**src/ped_pkg.sv**
```systemverilog
package ped_pkg;

    localparam int COORD_W = 32;            // Q16.16 coordinates and axes
    localparam int DIST_W  = 33;            // Q17.16 distance
    localparam int MUL_W   = 64;            // multiplier operand width
    localparam int PROD_W  = 2 * MUL_W;     // full product
    localparam int WIDE_W  = 66;            // Lagrange term t + B*B and divisor
    localparam int NUM_W   = 96;            // dividend width
    localparam int QUO_W   = 32;            // quotient width
    localparam int ROOT_W  = 64;            // square root result
    localparam int RATIO_FRAC = 30;

    localparam logic [QUO_W-1:0] RATIO_CAP = QUO_W'(64'd1 << (RATIO_FRAC + 1));
    localparam logic [MUL_W-1:0] UNIT_SQ   = MUL_W'(64'd1 << (2 * RATIO_FRAC));
    localparam logic [COORD_W-1:0] AXIS_RESET = COORD_W'(32'h0001_0000);

    typedef logic [COORD_W-1:0] t_coord;

    typedef enum logic [1:0] {
        CL_ERR,
        CL_YAXIS,
        CL_XAXIS,
        CL_GEN
    } t_class;

    typedef struct packed {
        t_coord u;
        t_coord v;
        t_class cls;
    } t_item;

    typedef enum logic {
        REG_MAJOR = 1'b0,
        REG_MINOR = 1'b1
    } t_reg;

    function automatic t_coord absdiff(input t_coord a, input t_coord b);
        absdiff = (a > b) ? (a - b) : (b - a);
    endfunction

    // ratio saturates at 2.0 in Q2.30
    function automatic logic [QUO_W-1:0] clamp_ratio(input logic [QUO_W-1:0] r);
        clamp_ratio = (r > RATIO_CAP) ? RATIO_CAP : r;
    endfunction

endpackage

```
**src/ped_front.sv**
```systemverilog
module ped_front (
    input  logic                 i_clk,
    input  logic                 i_rst_n,
    input  logic                 i_cfg_valid,
    input  logic                 i_cfg_index,
    input  logic [31:0]          i_cfg_data,
    output logic                 o_cfg_ready,
    input  logic                 i_valid,
    output logic                 o_ready,
    input  logic [31:0]          i_query_x,
    input  logic [31:0]          i_query_y,
    output ped_pkg::t_coord      o_major,
    output ped_pkg::t_coord      o_minor,
    output logic                 o_item_valid,
    output ped_pkg::t_item       o_item,
    input  logic                 i_item_pop
);
    import ped_pkg::*;

    t_coord     r_major;
    t_coord     r_minor;
    t_item      r_mem [2];
    logic       r_wp;
    logic       r_rp;
    logic [1:0] r_cnt;

    t_class     cls;
    logic       push;

    always_comb begin
        priority if (r_minor == '0 || r_major < r_minor) begin
            cls = CL_ERR;
        end else if (i_query_x != '0 && i_query_y != '0) begin
            cls = CL_GEN;
        end else if (i_query_y != '0) begin
            cls = CL_YAXIS;
        end else begin
            cls = CL_XAXIS;
        end
    end

    assign o_cfg_ready = 1'b1;
    assign o_ready     = (r_cnt != 2'd2);
    assign push        = i_valid && o_ready;

    always_ff @(posedge i_clk) begin
        if (!i_rst_n) begin
            r_major <= AXIS_RESET;
            r_minor <= AXIS_RESET;
            r_wp    <= 1'b0;
            r_rp    <= 1'b0;
            r_cnt   <= '0;
        end else begin
            if (i_cfg_valid) begin
                unique case (t_reg'(i_cfg_index))
                    REG_MAJOR: r_major <= i_cfg_data;
                    REG_MINOR: r_minor <= i_cfg_data;
                endcase
            end
            if (push) begin
                r_mem[r_wp] <= '{u: i_query_x, v: i_query_y, cls: cls};
                r_wp        <= ~r_wp;
            end
            if (i_item_pop) begin
                r_rp <= ~r_rp;
            end
            r_cnt <= r_cnt + {1'b0, push} - {1'b0, i_item_pop};
        end
    end

    assign o_major      = r_major;
    assign o_minor      = r_minor;
    assign o_item_valid = (r_cnt != 2'd0);
    assign o_item       = r_mem[r_rp];

endmodule

```
**config.mk**
```make
export PLATFORM = sky130hd
export DESIGN_NAME = ped_front
export DESIGN_NICKNAME = d
export VERILOG_FILES = /design/src/ped_pkg.sv /design/src/ped_front.sv
export SDC_FILE = /design/constraint.sdc
export NUM_CORES = 1
export LEC_CHECK = 0
export ABC_AREA = 1
export BUFFER_PORTS_ARGS = -buffer_cell sky130_fd_sc_hd__buf_4
export CAP_MARGIN = 20
export CORE_ASPECT_RATIO = 1.5
export CORE_MARGIN = 3
export CORE_UTILIZATION = 50
export CTS_BUF_LIST = sky130_fd_sc_hd__clkbuf_4 sky130_fd_sc_hd__clkbuf_8
export CTS_CLUSTER_DIAMETER = 40
export DETAILED_ROUTE_END_ITERATION = 10
export PLACE_DENSITY = 0.77
export SYNTH_ARGS = -nofsm -noshare
export SYNTH_HDL_FRONTEND = slang
export SYNTH_SLANG_ARGS = --single-unit
```
**constraint.sdc**
```tcl
create_clock -name i_clk -period 8 [get_ports i_clk]
set_input_delay 1.6 -clock i_clk [delete_from_list [all_inputs] [get_ports i_clk]]
set_output_delay 1.6 -clock i_clk [all_outputs]
set_load 0.03 [all_outputs]
```
=== Word-level counts from Yosys, hierarchy flattened ===
Memory sizes are Yosys's and may differ from the RTL's. A register that Yosys moved wholly into a read port is not among the register bits.
Cells that the tools add are included.

* Register bits after elaboration: 68
* Bits in latches: 0
* RAM bits: 132
* ROM bits: 0
* Bits of input ports: 102
* Output and inout bits: 133
* Logic and storage cells: 30
* Memories kept: 1

* Add/subtract/negate cells: 2
* Multipliers: 0
* Div/mod/pow operators: 0
* $lt $le $gt $ge: 1
* Equal/unequal tests: 1
* Shift operators: 0
* Multiplexer cells: 8
* Bitwise operators: 3
* Reductions and logical operators: 9

{| class="wikitable"
|+ Memories
! memory !! depth !! bits a word !! read ports !! clocked after memory_dff !! wr ports !! line !! source
|-
| r_mem || 2 || 66 || 1 || 1 || 1 || ped_front.sv:22 || <nowiki>t_item r_mem [2];</nowiki>
|}

{| class="wikitable"
|+ Operator list
! operator !! count
|-
| $reduce_bool 32->1 || 2
|-
| $logic_not 32->1 || 1
|-
| $lt 32x32->1 || 1
|-
| $mux 2 || 3
|-
| $mux 1 || 5
|-
| $reduce_and 2->1 || 2
|-
| $not 1->1 || 3
|-
| $add 2x1->2 || 1
|-
| $logic_and 1x1->1 || 2
|-
| $ne 2x2->1 const B || 1
|-
| $reduce_bool 2->1 || 1
|-
| $sub 2x1->2 || 1
|-
| $logic_or 1x1->1 || 1
|}

=== Depth between registers and ports, before layout ===
Gate-level depths: netlist (run 1).

* Depth after elaboration: 5
* Depth in mapped cells: 14
* Mapped depth without buffers: 14

=== Least setup slack after synthesis (run 1) ===
OpenSTA, ideal clock, no wires.

* Path kind: input to register
* From: input i_rst_n
* To: memory r_mem[1][0] (netlist name) (enable)
* Setup time: 572 ps
* Arrival: 6328 ps
* Required time: 7428 ps
* Setup slack: 1101 ps
* Cell stages on the path: 3
* Path buffers: 1
* Path through: buf_4 inv_1 nor3_1

* Longest elaborated chain between the ends: 2

{| class="wikitable"
|+ Ends and longest elaborated chain
! element !! line !! source
|-
| start, declared || ped_front.sv:3 || <nowiki>input logic i_rst_n,</nowiki>
|-
| $mux 1 || ped_front.sv:47 || <nowiki>if (!i_rst_n) begin</nowiki>
|-
| $mux 1 (implied by the code) || ped_front.sv:61 || <nowiki>r_mem[r_wp] <= '{u: i_query_x, v: i_query_y, cls: cls};</nowiki>
|-
| end, declared || ped_front.sv:22 ||
|}

No other way between the ends.

==> results of run 1 <==
## synth_stat cells, types with 2 or more instances
cell type,n
nor2_2,2
a21oi_1,48
buf_4,3
buf_6,4
dfxtp_1,69
edfxtp_1,132
o21ai_0,67
nor4_1,17
nand3_1,5
inv_1,47
buf_2,9
ha_1,33
nand2_1,40
clkbuf_1,10
nor2_1,77
nand4_1,12
nor3_1,3
mux2_2,66
## metrics by stage
step | cell area (um^2) | worst slack, ps
after global placement | 10000 | 4400
after floorplan | 8140 | 1100
after global routing | 10700 | 4130
final | 10700 | 4230
after detailed placement | 10000 | 4380
after CTS | 10600 | 4190
## cell families after synthesis
logic type               after synthesis  share of synthesized area (%)
flip-flops                           201                           65.6
AND/OR/NAND/NOR                      159                           8.57
AO/OA/AOI/OAI                        117                           7.25
buffers and inverters                 74                           4.07
multiplexers                          66                           9.13
adder cells (fa/ha/maj)               33                           5.07
XOR/XNOR                               2                          0.215
other                                  1                         0.0461
## how the worst min path moves through the flow
stage / depth (start not counted) / to
after floorplan: 2 / r_wp
after global placement: 2 / o_major[0]
after detailed placement: 2 / r_wp
after CTS: 2 / r_wp
after global routing: 2 / r_wp
final: 2 / r_wp
## power by group through the flow
stage | clock, mW | sequential (mW) | combinational (mW)
after floorplan | 0 | 1.26 | 0.250
after global placement | 0 | 1.22 | 0.469
after detailed placement | 0 | 1.22 | 0.474
after CTS | 0.818 | 1.20 | 0.476
after global routing | 0.868 | 1.21 | 0.513
final | 0.789 | 1.20 | 0.472
## final cells by class
cell class	count	share of cell area (%)
Clock buffer	35	4.29
Clock inverter	21	1.21
Inverter	47	1.66
Multi-Input combinational cell	378	23.3
Sequential cell	201	50.2
Tap cell	203	2.38
Timing Repair Buffer	239	17.0
## routing by layer
| layer | vias to the layer above | part of all wire, % | track usage [%] |
|---|---|---|---|
| met1 | 2668 | 34 | 20.6 |
| met5 | - | 0 | 0 |
| met2 | 233 | 52 | 36.6 |
| li1 | 2832 | - | - |
| met3 | 33 | 11 | 6.68 |
| met4 | 0 | 2.2 | 5.77 |
## critical path, cell delays in order, from the launching register on
cell and delay (ps):
dfxtp_2 310, buf_4 650, mux2_2 430, buf_4 170
## state kept, by name, summed over array words and instances, names as in the netlist, named ones only
name and count:
o_major 32, o_minor 32, r_cnt 2, r_mem 132
r_rp 1, r_wp 1
==> results_dict.tcl, run 1 <==
set metrics [dict create \
    status "complete, no violations" \
    numCtsBuffers 30 \
    worst_pin_slew_ps 889 \
    synthesis.area_um2 8140 \
    ys.flop_type "edfxtp_1" \
    grtUsageTotal_pct 19.7 \
    relSlewSlack_pct 40.8 \
    pin_count 235 \
    r2r_cells 12 \
    syn_area_per_cell_um2 12.5 \
    hold_viol 0 \
    reg2reg_from "o_minor[5]" \
    ant_nets 0 \
    drtIter0Drc 172 \
    crit_type "reg -> out" \
    power.switching_uw 685 \
    grt_overflow 0 \
    multiInputGateArea_um2 2480 \
    start_util_pct 51.4 \
    die-area_um2 17900 \
    post-place-cells 1067 \
    synth_top_cell_area_share_pct 48.7 \
    pwr-share-clk_pct 32.0 \
    final_max_slew_viol_count 0 \
    grt_pass1_wl_mm 28.0 \
    setup_viol 0 \
    async_flop_share_pct 0 \
    nNetsFinal 1032 \
    cts_buffer_depth 3 \
    regArea_um2 5350 \
    io_buffer_count 233 \
    coreArea_um2 15800 \
    final_cell_mix "238 x buf_4, 132 x edfxtp_1, 76 x nor2_1" \
    endpoint_kind "primary output" \
    wl_mm 18.2 \
    holdCritPathClass "reg -> reg" \
    setup.worst_path.end "o_item[9]" \
    required_ps 6400 \
    power_mw 2.46 \
    drc_errors 0 \
    powerDensity_nw_per_um2 231 \
    clk_latency_ps 540 \
    die_height_um 162 \
    final_common_cell "buf_4" \
    hpwl_mm 12.9 \
    fin_crit_sh_pct 47.1 \
    diodes 0 \
    swShare_pct 27.8 \
    cts_tree "yes" \
    grt_pass1_vias 5843 \
    hold_path.startpoint "r_wp" \
    power.leakage_nw 4.42 \
    yosysTopAreaCell "edfxtp_1" \
    rsz0062_at_grt "no" \
    gp_congestion 0.795 \
    syn_nets 788 \
    cts_setup_buffers 0 \
    yosysWarnings 0 \
    viasPerCell 5.13 \
    r2r_end "r_mem[0][1]" \
    cts_hold_buf 0 \
    crit_path_start_kind "flip-flop" \
    fmaxAchievable_mhz 265 \
    root_buffer "clkbuf_8" \
    first_pass_iters 4 \
    grt_start_max_net_pins 68 \
    synth_cell_types 27 \
    vias 5766 \
    hold_ws_ps 461 \
    crit_fanout 66 \
    instances_no_fill 1124 \
    post-route-min-period_ps 3770 \
    synth.area.top_cells "edfxtp_1 49%, dfxtp_1 17%, mux2_2 9.1%, ha_1 5.1%, o21ai_0 4.1%" \
    r2r_setup_slack_ps 6160 \
    p_int_mw 1.78 \
    n_fill_cell 1209 \
    fp-row-count 56 \
    combPwrFrac_pct 19.2 \
    fp.dieW_um 110 \
    ir_worst_vdd_mv 0.153 \
    synth_seq_cells 201 \
    finalSetupTns_ps 0 \
    h-tree-depth 1 \
    cts.sinks 201 \
    synth_edf_count 132 \
    antenna_found_initial 0 \
    arrival_ps 2170 \
    wl_per_cell_um 16.2 \
    synthToLayoutAreaGrowth_pct 30.9 \
    clk_pin_slew_ps 60 \
    drv_cap 0 \
    clock_skew_ps 9.55 \
    yosysSeqAreaShare_pct 65.6 \
    utilization_pct 67.3 \
    drive_gt1_share_pct 38.9 \
    netlist_instances 653 \
    seq_power_share_pct 48.8 \
    post_cts_resized 0 \
]
(Power assumes the default switching activity.)
==> inputs of run 2 (changes only) <==
- ABC_AREA: 1 -> 0
- clock period: 8 -> 3.6 ns (I/O delays scaled with it)
==> run 2 against run 1 <==
Compared with the run above: final cell count about the same; hold slack worse by 84 ps; final area up 2.3%.
==> results_dict.tcl, run 2 <==
set metrics [dict create \
    holdCritPathClass "in -> reg" \
    final_max_slew_viol_count 0 \
    grt_pass1_vias 6007 \
    power_mw 5.64 \
    cts_tree "yes" \
    power.leakage_nw 4.33 \
    cts.sinks 201 \
    grt_start_max_net_pins 67 \
    nNetsFinal 1034 \
    post-route-min-period_ps 2920 \
    async_flop_share_pct 0 \
    root_buffer "clkbuf_8" \
    rsz0062_at_grt "no" \
    drc_errors 0 \
    crit_path_start_kind "flip-flop" \
    drive_gt1_share_pct 32.2 \
    die_height_um 164 \
    largest_register_ffs 132 \
    drv_cap 0 \
    io_buffer_count 233 \
    ys.flop_type "edfxtp_1" \
    hpwl_mm 15.4 \
    synth_edf_count 132 \
    h-tree-depth 1 \
    netlist_instances 655 \
    ant_nets 0 \
    synth_top_cell_area_share_pct 47.6 \
    grt_pass1_wl_mm 32.5 \
    fmaxAchievable_mhz 342 \
    worst_pin_slew_ps 709 \
    required_ps 2880 \
    viasPerCell 5.31 \
    first_pass_iters 5 \
    start_util_pct 51.3 \
    pin_count 235 \
    synthToLayoutAreaGrowth_pct 30.8 \
    fp.dieW_um 111 \
    crit_fanout 27 \
    endpoint_kind "primary output" \
    powerDensity_nw_per_um2 517 \
    synth_most_common_cell "nand2_1" \
    cts_setup_buffers 0 \
    gp_congestion 0.852 \
    numCtsBuffers 29 \
    grtUsageTotal_pct 22.3 \
    yosysWarnings 0 \
    finalSetupTns_ps 0 \
    final_common_cell "buf_4" \
    clk_latency_ps 530 \
    wl_per_cell_um 18.7 \
    crit_type "reg -> out" \
    synth.area.top_cells "edfxtp_1 48%, dfxtp_1 17%, mux2_1 8.9%, nand2_1 6.3%, a21boi_1 5.6%" \
    fin_crit_sh_pct 81.1 \
    hold_viol 0 \
    synth_cell_types 40 \
    arrival_ps 2200 \
    cts_buffer_depth 3 \
    diodes 0 \
    yosysSeqAreaShare_pct 64.1 \
    syn_nets 790 \
    drtIter0Drc 269 \
    syn_area_per_cell_um2 12.7 \
    clock_skew_ps 9.64 \
    ir_worst_vdd_mv 0.350 \
    synth_seq_cells 201 \
    fp-row-count 57 \
    post_cts_resized 0 \
    cts_hold_buf 0 \
    coreArea_um2 16300 \
    top_register "r_mem" \
    vias 5977 \
    clk_pin_slew_ps 60 \
    synthesis.area_um2 8340 \
    setup_viol 0 \
    status "complete, no violations" \
    wl_mm 21.0 \
    grt_overflow 0 \
    utilization_pct 67.0 \
    die-area_um2 18300 \
    ys_top_cells_by_count "139 x nand2_1, 132 x edfxtp_1, 69 x dfxtp_1, 66 x mux2_1, 62 x a21boi_1" \
    yosysTopAreaCell "edfxtp_1" \
    antenna_found_initial 0 \
    final_cell_mix "240 x buf_4, 139 x nand2_1, 132 x edfxtp_1" \
    relSlewSlack_pct 51.5 \
]
[run 2: final timing paths]
check | slack (ps) | start | cells past startpoint | to
worst max-delay path | 680 | flip-flop | 3 | o_item[27]
worst min-delay path | 380 | i_query_y[5] | 1 | r_mem[1][7]
worst max register to register | 1330 | o_minor[12] | 6 | r_mem[0][1]
worst min register to register | 470 | o_major[0] | 2 | o_major[0]
[run 2: routing by layer]
layer | vias to the layer above | GRT usage [%] | part of all wire (%)
met5 | - | 0 | 0
met1 | 2870 | 26.0 | 38
met2 | 225 | 40.5 | 52
met4 | 0 | 6.70 | 2.3
met3 | 34 | 5.53 | 8.1
li1 | 2848 | - | -
[run 2: stage by stage]
stage | instances | setup slack, ps | hold WS, ps | instance area (um^2)
final | 1125 | 679 | 377 | 10900
after global routing | 1125 | 573 | 352 | 10900
after CTS | 1125 | 638 | 347 | 10900
after detailed placement | 1074 | 1230 | 467 | 10300
after global placement | 1074 | 1280 | 459 | 10300
after floorplan | 655 | 495 | 555 | 8350
[run 2: cells by family after synthesis]
group / synth area share, %
XOR/XNOR: 0.420
AO/OA/AOI/OAI: 7.57
adder cells (fa/ha/maj): 4.95
other: 0.0450
multiplexers: 8.92
AND/OR/NAND/NOR: 11.1
flip-flops: 64.1
buffers and inverters: 2.85
[run 2: layout make-up]
class,instances,area (um^2)
fillers,1201,5360
well taps,206,258
repair buffers,242,1840
clock buffers,36,452
multi-input cells,393,2770
clock inverters,15,115
flip-flops and latches,201,5350
inverters,32,120
[run 2: worst max-delay path: stages, from the launching register on]
cell	delay [ps]
dfxtp_2	640
buf_4	440
mux2_1	400
buf_4	180
[run 2: power by group]
part / internal [mW] / total, mW / leakage [nW] / switching (mW)
clock network: 0.964 / 1.78 / 0.301 / 0.820
registers: 2.66 / 2.74 / 1.77 / 0.0840
logic: 0.443 / 1.11 / 2.26 / 0.666
total: 4.07 / 5.64 / 4.33 / 1.57
==> inputs of run 3 (changes only) <==
- clock period: 3.6 -> 2.9 ns (I/O delays scaled with it)
==> run 3 against run 2 <==
Compared with the run above: first-iteration DRC count down 4.1%; largest power group unchanged; critical path depth did not move; core utilization is 0.63 points higher; sequential power grew 24%; clock skew increased by 16 ps; sequential cell count stayed put; non-clock buffer count is 2 higher; final cell count up 0.36%; register-to-register slack worse by 610 ps; final area rose by 0.94%; combinational power increased by 26%.
==> results_dict.tcl, run 3 (synthesized netlist as in run 2, its figures left out) <==
set metrics [dict create \
    holdCritPathClass "in -> reg" \
    crit_path_start_kind "flip-flop" \
    drv_cap 0 \
    first_pass_iters 4 \
    power_mw 7.06 \
    wl_per_cell_um 18.4 \
    start_util_pct 51.3 \
    antenna_found_initial 0 \
    fp-row-count 57 \
    powerDensity_nw_per_um2 642 \
    cp_slowest_stage_delay_ps 670 \
    hpwl_mm 15.3 \
    ir_worst_vdd_mv 0.344 \
    critical_path_depth 3 \
    worstPathCellList "buf_12 -> mux2_1 -> buf_4" \
    hold_viol 0 \
    use_met3_pct 5.82 \
    ant_nets 0 \
    grt_pass1_wl_mm 32.3 \
    fp.dieW_um 111 \
    fin_crit_sh_pct 89.8 \
    clock_skew_ps 26.1 \
    finalSetupTns_ps 0 \
    clk_latency_ps 530 \
    critPathBufInv 2 \
    grt_use_met1_pct 25.3 \
    setup_viol 0 \
    final_cell_mix "238 x buf_4, 139 x nand2_1, 132 x edfxtp_1" \
    root_buffer "clkbuf_8" \
    clk_pin_slew_ps 70 \
    fmaxAchievable_mhz 384 \
    r2r_setup_slack_ps 720 \
    globalRouteMet2Util_pct 40.9 \
    cts_hold_buf 0 \
    grtUsageTotal_pct 22.2 \
    cts_tree "yes" \
    endpoint_kind "primary output" \
    drc_errors 0 \
    wl_mm 20.8 \
    top_register "r_mem" \
    nNetsFinal 1036 \
    numCtsBuffers 29 \
    arrival_ps 2020 \
    worst_pin_slew_ps 719 \
    final_common_cell "buf_4" \
    pin_count 235 \
    post_cts_resized 0 \
    critical_path.top_delay_family "flip-flops" \
    viasPerCell 5.21 \
    drive_gt1_share_pct 32.7 \
    grt_pass1_vias 6010 \
    rsz0062_at_grt "no" \
    vias 5884 \
    required_ps 2320 \
    cts_setup_buffers 0 \
    synthToLayoutAreaGrowth_pct 32.0 \
    power.leakage_nw 4.37 \
    drtIter0Drc 258 \
    cts.sinks 201 \
    final_max_slew_viol_count 0 \
    gp_congestion 0.863 \
    die-area_um2 18300 \
    min_path_cells 1 \
    cpMaxStageDelayCell "dfxtp_2" \
    cts_buffer_depth 3 \
    grt_overflow 0 \
    die_height_um 164 \
    grt_start_max_net_pins 70 \
    post-route-min-period_ps 2600 \
    crit_type "reg -> out" \
    coreArea_um2 16300 \
    io_buffer_count 233 \
    status "complete, no violations" \
    diodes 0 \
    busiest_layer "met2" \
    largest_register_ffs 132 \
    relSlewSlack_pct 52.1 \
    r2r_cells 7 \
    h-tree-depth 1 \
    crit_fanout 24 \
]
## run 3: changes by cell type in the layout (fill, tap and decap cells not counted), sizes merged
cell and change:
clkbuf +7, clkinv -5, buf +2, bufinv -1, clkinvlp +1
## run 3: cell type report
cell class	count	area [um^2]
clock buffer	43	529
timing repair buffer	244	1910
sequential	201	5350
multi-input combinational	393	2770
clock inverter	10	72.6
fill	1199	5260
inverter	32	120
tap	206	258
## run 3: path summary, 6_finish.rpt
| kind | from | end |
|---|---|---|
| worst max-delay path | flip-flop | o_item[29] |
| worst min-delay path | i_query_y[6] | r_mem[0][8] |
| worst max register to register | o_minor[9] | r_mem[0][0] |
| worst min register to register | o_major[1] | o_major[1] |
## run 3: stage by stage
step,setup slack (ps),instances,hold slack (ps),utilization [%],area (um^2)
2_1_floorplan,14.6,655,555,-,8350
3_3_place_gp,773,1076,469,64.0,10400
3_5_place_dp,755,1076,473,64.0,10400
4_1_cts,252,1129,206,67.7,11000
5_1_grt,191,1129,210,67.7,11000
6_report,297,1129,243,67.7,11000
## run 3: where the power goes
part           leakage [nW]  total, mW  internal [mW]  switching, mW
registers              1.77       3.40           3.30          0.102
clock network         0.313       2.26           1.26           1.00
logic                  2.28       1.40          0.565          0.836
## run 3: routing by layer
layer / part of all wire [%] / wire length (um)
met5: 0 / 0
met4: 2.1 / 435
met3: 7.8 / 1620
met2: 53 / 11000
met1: 37 / 7740
## run 3: worst reg2reg max path, delay by kind of cell (launching register included)
| family | cells | cell delay, ps |
|---|---|---|
| adders and majority gates | 1 | 290 |
| and+or+nand+nor | 3 | 690 |
| DFF | 1 | 410 |
| buffers and inverters | 1 | 60 |
| AOI/OAI and AO/OA | 2 | 570 |
